<file path="config.mk">
export PLATFORM = sky130hd
export DESIGN_NAME = text_run_width_measure_unit
export DESIGN_NICKNAME = d
export VERILOG_FILES = /design/src/hdl/trwm_pkg.sv /design/src/hdl/trwm_ram.sv /design/src/hdl/trwm_ctrl.sv /design/src/hdl/trwm_dp.sv /design/src/hdl/text_run_width_measure_unit.sv
export SDC_FILE = /design/constraint.sdc
export NUM_CORES = 1
export LEC_CHECK = 0
export BUFFER_PORTS_ARGS = -buffer_cell sky130_fd_sc_hd__buf_4
export CAP_MARGIN = 10
export CELL_PAD_IN_SITES_DETAIL_PLACEMENT = 0
export CELL_PAD_IN_SITES_GLOBAL_PLACEMENT = 1
export CORE_ASPECT_RATIO = 1.1
export CORE_MARGIN = 3
export CORE_UTILIZATION = 55
export DETAILED_ROUTE_END_ITERATION = 6
export GPL_ROUTABILITY_DRIVEN = 0
export PLACE_DENSITY = 0.88
export SLEW_MARGIN = 20
export SYNTH_ARGS = -nofsm -noshare
export SYNTH_HDL_FRONTEND = slang
export SYNTH_SLANG_ARGS = --single-unit
export TNS_END_PERCENT = 1
</file>
<file path="constraint.sdc">
create_clock -name clock -period 6.8 [get_ports clock]
set_input_delay 0.34 -clock clock [delete_from_list [all_inputs] [get_ports clock]]
set_output_delay 0.34 -clock clock [all_outputs]
set_load 0.005 [all_outputs]
</file>
<file path="src/hdl/trwm_pkg.sv">
package trwm_pkg;

   // Defaults for the top-level parameters
   localparam int GLYPH_SLOTS_DEF = 96;
   localparam int POS_BITS_DEF    = 24;

   // Field widths fixed by the interface
   localparam int CODE_BITS   = 8;
   localparam int GLYPH_BITS  = 8;
   localparam int START_BITS  = 24;
   localparam int WIDTH_BITS  = 16;
   localparam int HALF_BITS   = 7;
   localparam int CSR_IDX_BITS  = 1;
   localparam int CSR_DATA_BITS = HALF_BITS;

   // Advance operand: up to four times the half pitch
   localparam int ADD_BITS = HALF_BITS + 2;

   // Character codes
   localparam logic [CODE_BITS-1:0] FIRST_GLYPH_CODE = 8'h21;
   localparam logic [CODE_BITS-1:0] CODE_SPACE       = 8'h20;
   localparam logic [CODE_BITS-1:0] CODE_TAB         = 8'h09;

   // Tab stops every four half pitches, monospace advance two half pitches
   localparam int TAB_STOP_SHIFT = 2;
   localparam int MONO_SHIFT     = 1;

   localparam logic [WIDTH_BITS-1:0] WIDTH_MAX = 16'hFFFF;

   // Register indexes
   localparam logic [CSR_IDX_BITS-1:0] CSR_HALF_PITCH = 1'b0;
   localparam logic [CSR_IDX_BITS-1:0] CSR_MONOSPACE  = 1'b1;

   // Controller to datapath commands
   typedef struct packed {
      logic wr_table;   // load transaction: write glyph table
      logic capture;    // measure transaction: latch fields, read table
      logic advance;    // main pen update, arm divider
      logic div_step;   // one remainder bit
      logic tab_apply;  // round pen up to the tab stop
      logic load_rsp;   // move run width into the output register
   } trwm_cmd_type;

   // Datapath to controller status
   typedef struct packed {
      logic need_div;   // proportional-mode tab with a non-zero stop spacing
      logic last;       // current character closes the run
      logic div_done;   // final remainder bit this cycle
      logic rsp_free;   // output register can take a result
   } trwm_sts_type;

endpackage

</file>
<file path="src/hdl/trwm_ram.sv">
module trwm_ram #(
   parameter int WIDTH = 8,
   parameter int DEPTH = 96,
   parameter int ADDR_BITS = (DEPTH > 1) ? $clog2(DEPTH) : 1
) (
   input  logic                 clock,
   input  logic                 wr_en,
   input  logic [ADDR_BITS-1:0] wr_addr,
   input  logic [WIDTH-1:0]     wr_data,
   input  logic                 rd_en,
   input  logic [ADDR_BITS-1:0] rd_addr,
   output logic [WIDTH-1:0]     rd_data
);

   logic [WIDTH-1:0] mem [DEPTH];
   logic [WIDTH-1:0] rd_data_ff;

   // One write port, one registered read port
   always_ff @(posedge clock) begin
      if (wr_en) begin
         mem[wr_addr] <= wr_data;
      end
      if (rd_en) begin
         rd_data_ff <= mem[rd_addr];
      end
   end

   assign rd_data = rd_data_ff;

endmodule

</file>
<file path="src/hdl/trwm_ctrl.sv">
module trwm_ctrl (
   input  logic                  clock,
   input  logic                  reset,
   input  logic                  req_valid,
   input  logic                  req_op,
   output logic                  req_stall,
   input  trwm_pkg::trwm_sts_type sts,
   output trwm_pkg::trwm_cmd_type cmd
);
   import trwm_pkg::*;

   localparam logic [2:0] S_IDLE = 3'd0;
   localparam logic [2:0] S_ADV  = 3'd1;
   localparam logic [2:0] S_DIV  = 3'd2;
   localparam logic [2:0] S_TAB  = 3'd3;
   localparam logic [2:0] S_FIN  = 3'd4;

   logic [2:0] state_ff;
   logic [2:0] state_in;
   logic       accept;

   assign req_stall = (state_ff != S_IDLE);
   assign accept    = req_valid && !req_stall;

   // Next state
   always_comb begin
      state_in = state_ff;
      case (state_ff)
         S_IDLE: begin
            if (accept && req_op) state_in = S_ADV;
         end
         S_ADV: begin
            state_in = sts.need_div ? S_DIV : S_FIN;
         end
         S_DIV: begin
            if (sts.div_done) state_in = S_TAB;
         end
         S_TAB: begin
            state_in = S_FIN;
         end
         S_FIN: begin
            if (!sts.last || sts.rsp_free) state_in = S_IDLE;
         end
         default: begin
            state_in = S_IDLE;
         end
      endcase
   end

   always_ff @(posedge clock) begin
      if (reset) begin
         state_ff <= S_IDLE;
      end else begin
         state_ff <= state_in;
      end
   end

   // Command decode
   always_comb begin
      cmd           = '0;
      cmd.wr_table  = accept && !req_op;
      cmd.capture   = accept && req_op;
      cmd.advance   = (state_ff == S_ADV);
      cmd.div_step  = (state_ff == S_DIV);
      cmd.tab_apply = (state_ff == S_TAB);
      cmd.load_rsp  = (state_ff == S_FIN) && sts.last && sts.rsp_free;
   end

endmodule

</file>
<file path="src/hdl/trwm_dp.sv">
module trwm_dp #(
   parameter int GLYPH_SLOTS = trwm_pkg::GLYPH_SLOTS_DEF,
   parameter int POS_BITS    = trwm_pkg::POS_BITS_DEF
) (
   input  logic                                 clock,
   input  logic                                 reset,
   input  logic [trwm_pkg::CODE_BITS-1:0]       req_char_code,
   input  logic [trwm_pkg::GLYPH_BITS-1:0]      req_glyph_width,
   input  logic signed [trwm_pkg::START_BITS-1:0] req_start_pos,
   input  logic                                 req_first_char,
   input  logic                                 req_last_char,
   output logic                                 rsp_valid,
   input  logic                                 rsp_stall,
   output logic [trwm_pkg::WIDTH_BITS-1:0]      rsp_run_width,
   input  logic                                 csr_wr_en,
   input  logic [trwm_pkg::CSR_IDX_BITS-1:0]    csr_index,
   input  logic [trwm_pkg::CSR_DATA_BITS-1:0]   csr_wdata,
   input  trwm_pkg::trwm_cmd_type                cmd,
   output trwm_pkg::trwm_sts_type                sts
);
   import trwm_pkg::*;

   localparam int ADDR_BITS = (GLYPH_SLOTS > 1) ? $clog2(GLYPH_SLOTS) : 1;
   localparam int CNT_BITS  = $clog2(POS_BITS + 1);

   // Configuration
   logic [HALF_BITS-1:0] half_ff;
   logic                 mono_ff;

   // Run state
   logic [POS_BITS-1:0]  pen_ff, pen_in;
   logic [POS_BITS-1:0]  origin_ff;
   logic [CODE_BITS-1:0] code_ff;
   logic                 last_ff;
   logic                 inrange_ff;

   // Remainder unit
   logic [POS_BITS-1:0]  quo_ff;
   logic [ADD_BITS-1:0]  rem_ff, rem_in;
   logic                 neg_ff;
   logic [CNT_BITS-1:0]  cnt_ff;

   // Output register
   logic                  rsp_valid_ff;
   logic [WIDTH_BITS-1:0] rsp_width_ff;

   logic [CODE_BITS-1:0]  req_idx;
   logic                  req_inrange;
   logic [GLYPH_BITS-1:0] glyph_rd;
   logic [ADD_BITS-1:0]   tab_span;
   logic [ADD_BITS-1:0]   tab_add;
   logic [ADD_BITS-1:0]   addend;
   logic [POS_BITS-1:0]   pen_sum;
   logic [POS_BITS-1:0]   pen_mag;
   logic [ADD_BITS:0]     rem_sh;
   logic [31:0]           start_ext;
   logic signed [POS_BITS:0] diff;
   logic [WIDTH_BITS-1:0] width_sat;

   // Table index and range check
   assign req_idx     = req_char_code - FIRST_GLYPH_CODE;
   assign req_inrange = (req_char_code >= FIRST_GLYPH_CODE) &&
                        ({1'b0, req_idx} < 9'(GLYPH_SLOTS));

   trwm_ram #(
      .WIDTH (GLYPH_BITS),
      .DEPTH (GLYPH_SLOTS),
      .ADDR_BITS (ADDR_BITS)
   ) u_table (
      .clock   (clock),
      .wr_en   (cmd.wr_table && req_inrange),
      .wr_addr (req_idx[ADDR_BITS-1:0]),
      .wr_data (req_glyph_width),
      .rd_en   (cmd.capture),
      .rd_addr (req_idx[ADDR_BITS-1:0]),
      .rd_data (glyph_rd)
   );

   // Configuration writes
   always_ff @(posedge clock) begin
      if (reset) begin
         half_ff <= HALF_BITS'(8);
         mono_ff <= 1'b0;
      end else if (csr_wr_en) begin
         case (csr_index)
            CSR_HALF_PITCH: half_ff <= csr_wdata;
            CSR_MONOSPACE:  mono_ff <= csr_wdata[0];
            default: ;
         endcase
      end
   end

   // Tab stop spacing and the step up to the next stop
   assign tab_span = {half_ff, {TAB_STOP_SHIFT{1'b0}}};
   always_comb begin
      if (neg_ff) begin
         tab_add = rem_ff;
      end else if (rem_ff == '0) begin
         tab_add = '0;
      end else begin
         tab_add = tab_span - rem_ff;
      end
   end

   // Advance selection
   always_comb begin
      if (cmd.tab_apply) begin
         addend = tab_add;
      end else if (mono_ff) begin
         addend = ADD_BITS'({half_ff, {MONO_SHIFT{1'b0}}});
      end else if (code_ff == CODE_SPACE) begin
         addend = ADD_BITS'(half_ff);
      end else if (code_ff == CODE_TAB) begin
         addend = ADD_BITS'(1);
      end else if (inrange_ff) begin
         addend = ADD_BITS'(glyph_rd);
      end else begin
         addend = '0;
      end
   end

   assign pen_sum   = pen_ff + POS_BITS'(addend);
   assign pen_mag   = pen_sum[POS_BITS-1] ? (~pen_sum + POS_BITS'(1)) : pen_sum;
   assign start_ext = {{(32-START_BITS){req_start_pos[START_BITS-1]}}, req_start_pos};

   // Pen and origin
   always_comb begin
      pen_in = pen_ff;
      if (cmd.capture && req_first_char) begin
         pen_in = start_ext[POS_BITS-1:0];
      end else if (cmd.advance || cmd.tab_apply) begin
         pen_in = pen_sum;
      end
   end

   always_ff @(posedge clock) begin
      if (reset) begin
         pen_ff    <= '0;
         origin_ff <= '0;
      end else begin
         pen_ff <= pen_in;
         if (cmd.capture && req_first_char) begin
            origin_ff <= start_ext[POS_BITS-1:0];
         end
      end
   end

   // Character fields
   always_ff @(posedge clock) begin
      if (cmd.capture) begin
         code_ff    <= req_char_code;
         last_ff    <= req_last_char;
         inrange_ff <= req_inrange;
      end
   end

   // Restoring remainder of |pen| by the tab spacing, one bit per cycle
   assign rem_sh = {rem_ff, quo_ff[POS_BITS-1]};
   always_comb begin
      if (rem_sh >= {1'b0, tab_span}) begin
         rem_in = ADD_BITS'(rem_sh - {1'b0, tab_span});
      end else begin
         rem_in = rem_sh[ADD_BITS-1:0];
      end
   end

   always_ff @(posedge clock) begin
      if (reset) begin
         cnt_ff <= '0;
      end else if (cmd.advance) begin
         cnt_ff <= CNT_BITS'(POS_BITS);
      end else if (cmd.div_step) begin
         cnt_ff <= cnt_ff - CNT_BITS'(1);
      end
   end

   always_ff @(posedge clock) begin
      if (cmd.advance) begin
         quo_ff <= pen_mag;
         rem_ff <= '0;
         neg_ff <= pen_sum[POS_BITS-1];
      end else if (cmd.div_step) begin
         quo_ff <= {quo_ff[POS_BITS-2:0], 1'b0};
         rem_ff <= rem_in;
      end
   end

   // Run width, clamped to the result range
   assign diff = $signed({pen_ff[POS_BITS-1], pen_ff}) -
                 $signed({origin_ff[POS_BITS-1], origin_ff});
   always_comb begin
      if (diff < 0) begin
         width_sat = '0;
      end else if (diff > $signed((POS_BITS+1)'(WIDTH_MAX))) begin
         width_sat = WIDTH_MAX;
      end else begin
         width_sat = diff[WIDTH_BITS-1:0];
      end
   end

   // Output register
   always_ff @(posedge clock) begin
      if (reset) begin
         rsp_valid_ff <= 1'b0;
      end else if (cmd.load_rsp) begin
         rsp_valid_ff <= 1'b1;
      end else if (!rsp_stall) begin
         rsp_valid_ff <= 1'b0;
      end
   end

   always_ff @(posedge clock) begin
      if (cmd.load_rsp) begin
         rsp_width_ff <= width_sat;
      end
   end

   assign rsp_valid     = rsp_valid_ff;
   assign rsp_run_width = rsp_width_ff;

   // Status
   assign sts.need_div = !mono_ff && (code_ff == CODE_TAB) && (half_ff != '0);
   assign sts.last     = last_ff;
   assign sts.div_done = (cnt_ff == CNT_BITS'(1));
   assign sts.rsp_free = !rsp_valid_ff || !rsp_stall;

endmodule

</file>
<file path="src/hdl/text_run_width_measure_unit.sv">
// Text run width measurement.
// Request channel (req_valid / req_stall): a load transaction (op 0) writes one
// glyph advance into the table at char_code-0x21; a measure transaction (op 1)
// moves the pen by one character and, with last_char set, produces a run width.
// Response channel (rsp_valid / rsp_stall) carries the width, clamped to
// 0..65535. The csr_ port writes the half pitch (index 0) and monospace (index
// 1); write it only while the block is idle, which the block does not enforce.
// Load transactions leave req_stall low.
// A measure transaction holds req_stall high through the pen update (S_ADV) and
// the result stage (S_FIN), so a new request waits until the measure is done.
// A tab in proportional mode with a non-zero half pitch adds the S_DIV and S_TAB
// states; the restoring unit forms the tab-spacing remainder one bit per cycle.
// The run width is loaded into the output register in the result stage, which
// raises rsp_valid.
// The result sits in an output register; new requests are taken while it
// waits. A further closing character stalls only if the register is still full.
// Reset clears the pen, origin, output and controller, and sets the half pitch
// to 8 and monospace to 0. The glyph table is not cleared; unwritten entries are
// undefined.
module text_run_width_measure_unit #(
   parameter int GLYPH_SLOTS = trwm_pkg::GLYPH_SLOTS_DEF,
   parameter int POS_BITS    = trwm_pkg::POS_BITS_DEF
) (
   input  logic                                   clock,
   input  logic                                   reset,
   input  logic                                   req_valid,
   output logic                                   req_stall,
   input  logic                                   req_op,
   input  logic [trwm_pkg::CODE_BITS-1:0]         req_char_code,
   input  logic [trwm_pkg::GLYPH_BITS-1:0]        req_glyph_width,
   input  logic signed [trwm_pkg::START_BITS-1:0] req_start_pos,
   input  logic                                   req_first_char,
   input  logic                                   req_last_char,
   output logic                                   rsp_valid,
   input  logic                                   rsp_stall,
   output logic [trwm_pkg::WIDTH_BITS-1:0]        rsp_run_width,
   input  logic                                   csr_wr_en,
   input  logic [trwm_pkg::CSR_IDX_BITS-1:0]      csr_index,
   input  logic [trwm_pkg::CSR_DATA_BITS-1:0]     csr_wdata
);
   import trwm_pkg::*;

   trwm_cmd_type cmd;
   trwm_sts_type sts;

   trwm_ctrl u_ctrl (
      .clock     (clock),
      .reset     (reset),
      .req_valid (req_valid),
      .req_op    (req_op),
      .req_stall (req_stall),
      .sts       (sts),
      .cmd       (cmd)
   );

   trwm_dp #(
      .GLYPH_SLOTS (GLYPH_SLOTS),
      .POS_BITS    (POS_BITS)
   ) u_dp (
      .clock           (clock),
      .reset           (reset),
      .req_char_code   (req_char_code),
      .req_glyph_width (req_glyph_width),
      .req_start_pos   (req_start_pos),
      .req_first_char  (req_first_char),
      .req_last_char   (req_last_char),
      .rsp_valid       (rsp_valid),
      .rsp_stall       (rsp_stall),
      .rsp_run_width   (rsp_run_width),
      .csr_wr_en       (csr_wr_en),
      .csr_index       (csr_index),
      .csr_wdata       (csr_wdata),
      .cmd             (cmd),
      .sts             (sts)
   );

endmodule

</file>
==> results.yml <==
grt:
  grtUsageTotal_pct: 27.4
  antenna_found_initial: 0
  first_global_vias: 24100
  grt_pass1_wl_mm: 146
  globalRouteOverflowTotal: 0
  grt-busiest-layer: "met2"
  grt_start_max_net_pins: 98
  grt_util_met1_pct: 35.3
  grt_use_met2_pct: 45.5
  gr-usage-met3_pct: 4.69
floorplanning:
  die_width_um: 254
  num_rows: 99
  io_pins: 74
  die_y_um: 279
  coreArea_um2: 66600
  die-area_um2: 70800
  start_util_pct: 55.8
yosys:
  ys_top_cells_by_count: "edfxtp_1, a22oi_1, nor2_1"
  synthArstFlopShare_pct: 0
  synthCells: 2656
  synth_nets: 2767
  yosysMostFrequentCell: "edfxtp_1"
  synth_area_um2: 37200
  synth_seq_cells: 901
  synth_edf_count: 827
  synth.distinct_cells: 81
  syn_area_per_cell_um2: 14.0
  ys_warn_count: 0
  synth_top_area_share_pct: 66.8
  ys.flop_type: "edfxtp_1"
  yosys-top-cells-area: "edfxtp_1, a22oi_1, dfxtp_1, a41oi_1, nor2_1"
  synth_largest_area_cell: "edfxtp_1"
  yosysSeqAreaShare_pct: 70.7
critical_path:
  critPathMaxFanout: 12
  cp.required_ns: 7.30
  startpoint: "u_dp.rem_ff[2]$_SDFFE_PP0P_"
  critPathBufInv: 1
  timing.rr.end: "u_dp.quo_ff[21]$_DFFE_PP_"
  r2r_start: "u_dp.rem_ff[2]$_SDFFE_PP0P_"
  cp.depth: 19
  crit_type: "flop to flop"
  slowest_stage: "or4_1"
  cp.arrival_ns: 5.93
  cp_slowest_stage_delay_ns: 0.55
  cpMostUsedCell: "a21oi_1"
  critPathTopFamily: "compound AO/OA/AOI/OAI gates"
  cp-endpoint: "u_dp.quo_ff[21]$_DFFE_PP_"
  r2r_slack_ns: 1.37
  cp-start-kind: "flop"
  reg2reg_depth: 19
  worst_setup_path_end_kind: "flop"
  worstPathCellList: "inv_1 > ha_1 > a21o_1 > a21oi_1 > o21ai_0 > a21oi_1 > o21bai_1 > a21oi_1 > mux2i_1 > mux2i_1 > ha_1 > a21oi_2 > o211ai_1 > nor3_1 > o2111ai_1 > a221oi_4 > nand4_2 > or4_1 > nand3_1"
pwr:
  power_density_nw_per_um2: 291
  power.total_mw: 12.2
  ir_drop_v: 0.000204
  leakagePower_nw: 13.2
clock_tree:
  clkSinkCount: 901
  clk_path_buf_depth: 3
  cts_tree: "built"
  root_buffer: "clkbuf_16"
  cts_made_buffers: 87
  cts_resized: 0
  cts-htree-levels: 3
  clkLatencyLatePin_ns: 0.66
  cts.clk_slew.worst_paths_ns: 0.07
sta:
  fin_crit_sh_pct: 79.8
  min_period_ns: 5.43
  setup_ws_ns: 1.37
  finalMaxSlewViolations: 0
  finalSetupViolations: 0
  clock_skew_ns: 0.0379
  hold_viol_final: 0
  relSlewSlack_pct: 26.4
  rsz0062_at_grt: "false"
  worst_pin_slew_ns: 1.10
  fin_tns_setup_ns: 0
  clock.fmax_mhz: 184
layout:
  drive_gt1_share_pct: 9.53
  antenna_cells: 0
  fillCellCount: 4736
  final_nets: 2827
  fin_area_um2: 41700
  areaGrowthSynthToFinish_pct: 12.2
place:
  hpwl_mm: 58.7
  place_area_um2: 38600
  dp_slack_ns: 1.47
  io_buffers: 73
detailed_routing:
  vias_per_cell: 6.72
  drt_iter0_markers: 2943
  drt-wirelength-per-cell_um: 26.7
  vias: 24500
  ant_nets: 0
  firstDrtPassIters: 6
  wl_mm: 97.5
  route.detailed.drc: 0
hold_path:
  worstHoldPathType: "primary input to flop"
job:
  drv_cap: 0
outcome:
  status: "finished clean"
[metal layers]
layer,part of all wire [%],up-vias
li1,-,10700
met1,37,12100
met2,49,1441
met3,9.1,314
met4,5.2,0
met5,0,-
[what timing repair did]
| item | in CTS | in global routing |
|---|---|---|
| hold endpoints to repair | 26 | 0 |
| hold buffers | 25 | 0 |
| setup buffers | 0 | 0 |
[where the power goes]
part | switching [mW] | internal (mW)
Sequential | 0.0376 | 6.11
Combinational | 0.781 | 0.383
Clock | 2.09 | 2.77
[sequential cells by signal, indices dropped and copies added (netlist names), 8 cells and up]
register / count
u_dp.pen_ff: 24
u_dp.rsp_run_width: 16
u_dp.origin_ff: 24
u_dp.u_table.rd_data: 8
u_dp.quo_ff: 24
u_dp.rem_ff: 9
u_dp.code_ff: 8
u_dp.u_table.mem: 768
[per-stage QoR]
stage                     utilization, %  hold slack, ns  cells
after floorplan                        -           0.436   2656
after global placement              57.9           0.445   3460
after detailed placement            57.9           0.450   3460
after CTS                           62.6         0.00963   3648
after global routing                62.6          0.0281   3648
final                               62.6          0.0291   3648
[logic make-up (layout without fill, tap and decap cells)]
| kind of cell | after synthesis | after routing | synth area share, % |
|---|---|---|---|
| buffers and inverters | 228 | 362 | 2.35 |
| XOR/XNOR | 63 | 63 | 1.50 |
| flip-flops | 901 | 901 | 70.7 |
| adder cells (fa/ha/maj) | 55 | 55 | 1.91 |
| AND/OR/NAND/NOR | 572 | 572 | 7.14 |
| AO/OA/AOI/OAI | 815 | 815 | 15.8 |
| multiplexers | 22 | 22 | 0.602 |
[final cells by class]
type	count	area [um2]	share of cell area, %
clock buffers	98	2270	5.44
clock inverters	65	622	1.49
inverters	71	267	0.638
multi-input cells	1527	10100	24.2
flip-flops and latches	901	26300	63.0
well taps	858	1070	2.57
repair buffers	128	1070	2.57
[tightest hold or removal path, stage by stage]
cell and delay, ns:
buf_4 0.10, nand2_1 0.10, a21oi_1 0.08
[cells in the final DEF (no fill, tap or decap), drive strengths merged, types with 7 or more instances in the layout]
master	Yosys	final
a211oi	10	10
o21ai	85	85
edfxtp	827	827
clkinv	0	49
dlygate4sd3	0	25
nand2	175	175
nand2b	15	15
nor4	14	14
nor2b	12	12
buf	30	103
nand4	42	42
ha	52	52
o21a	11	11
o211ai	7	7
and2	9	9
mux2i	19	19
a41oi	87	87
dfxtp	74	74
a21o	21	21
a22oi	391	391
a31oi	17	17
bufinv	0	9
nand3	35	35
or3	7	7
inv	71	75
clkbuf	127	98
and3	7	7
nor3b	7	7
xor2	24	24
o31ai	9	9
nor3	33	33
nor2	190	190
or4	8	8
xnor2	39	39
a221oi	13	13
a21oi	107	107
o2111ai	8	8
[worst min path at each step]
stage                                      end  slack [ns]  cells after the start                       startpoint
2_1_floorplan  u_dp.origin_ff[10]$_SDFFE_PP0P_        0.44                      2  u_dp.origin_ff[10]$_SDFFE_PP0P_
3_5_place_dp    u_dp.origin_ff[3]$_SDFFE_PP0P_        0.45                      2   u_dp.origin_ff[3]$_SDFFE_PP0P_
4_1_cts        u_dp.origin_ff[14]$_SDFFE_PP0P_        0.01                      3                req_start_pos[14]
5_1_grt        u_dp.origin_ff[13]$_SDFFE_PP0P_        0.03                      3                req_start_pos[13]
6_report       u_dp.origin_ff[20]$_SDFFE_PP0P_        0.03                      3                req_start_pos[20]
3_3_place_gp    u_dp.origin_ff[5]$_SDFFE_PP0P_        0.44                      2   u_dp.origin_ff[5]$_SDFFE_PP0P_
(Power assumes the default switching activity.)
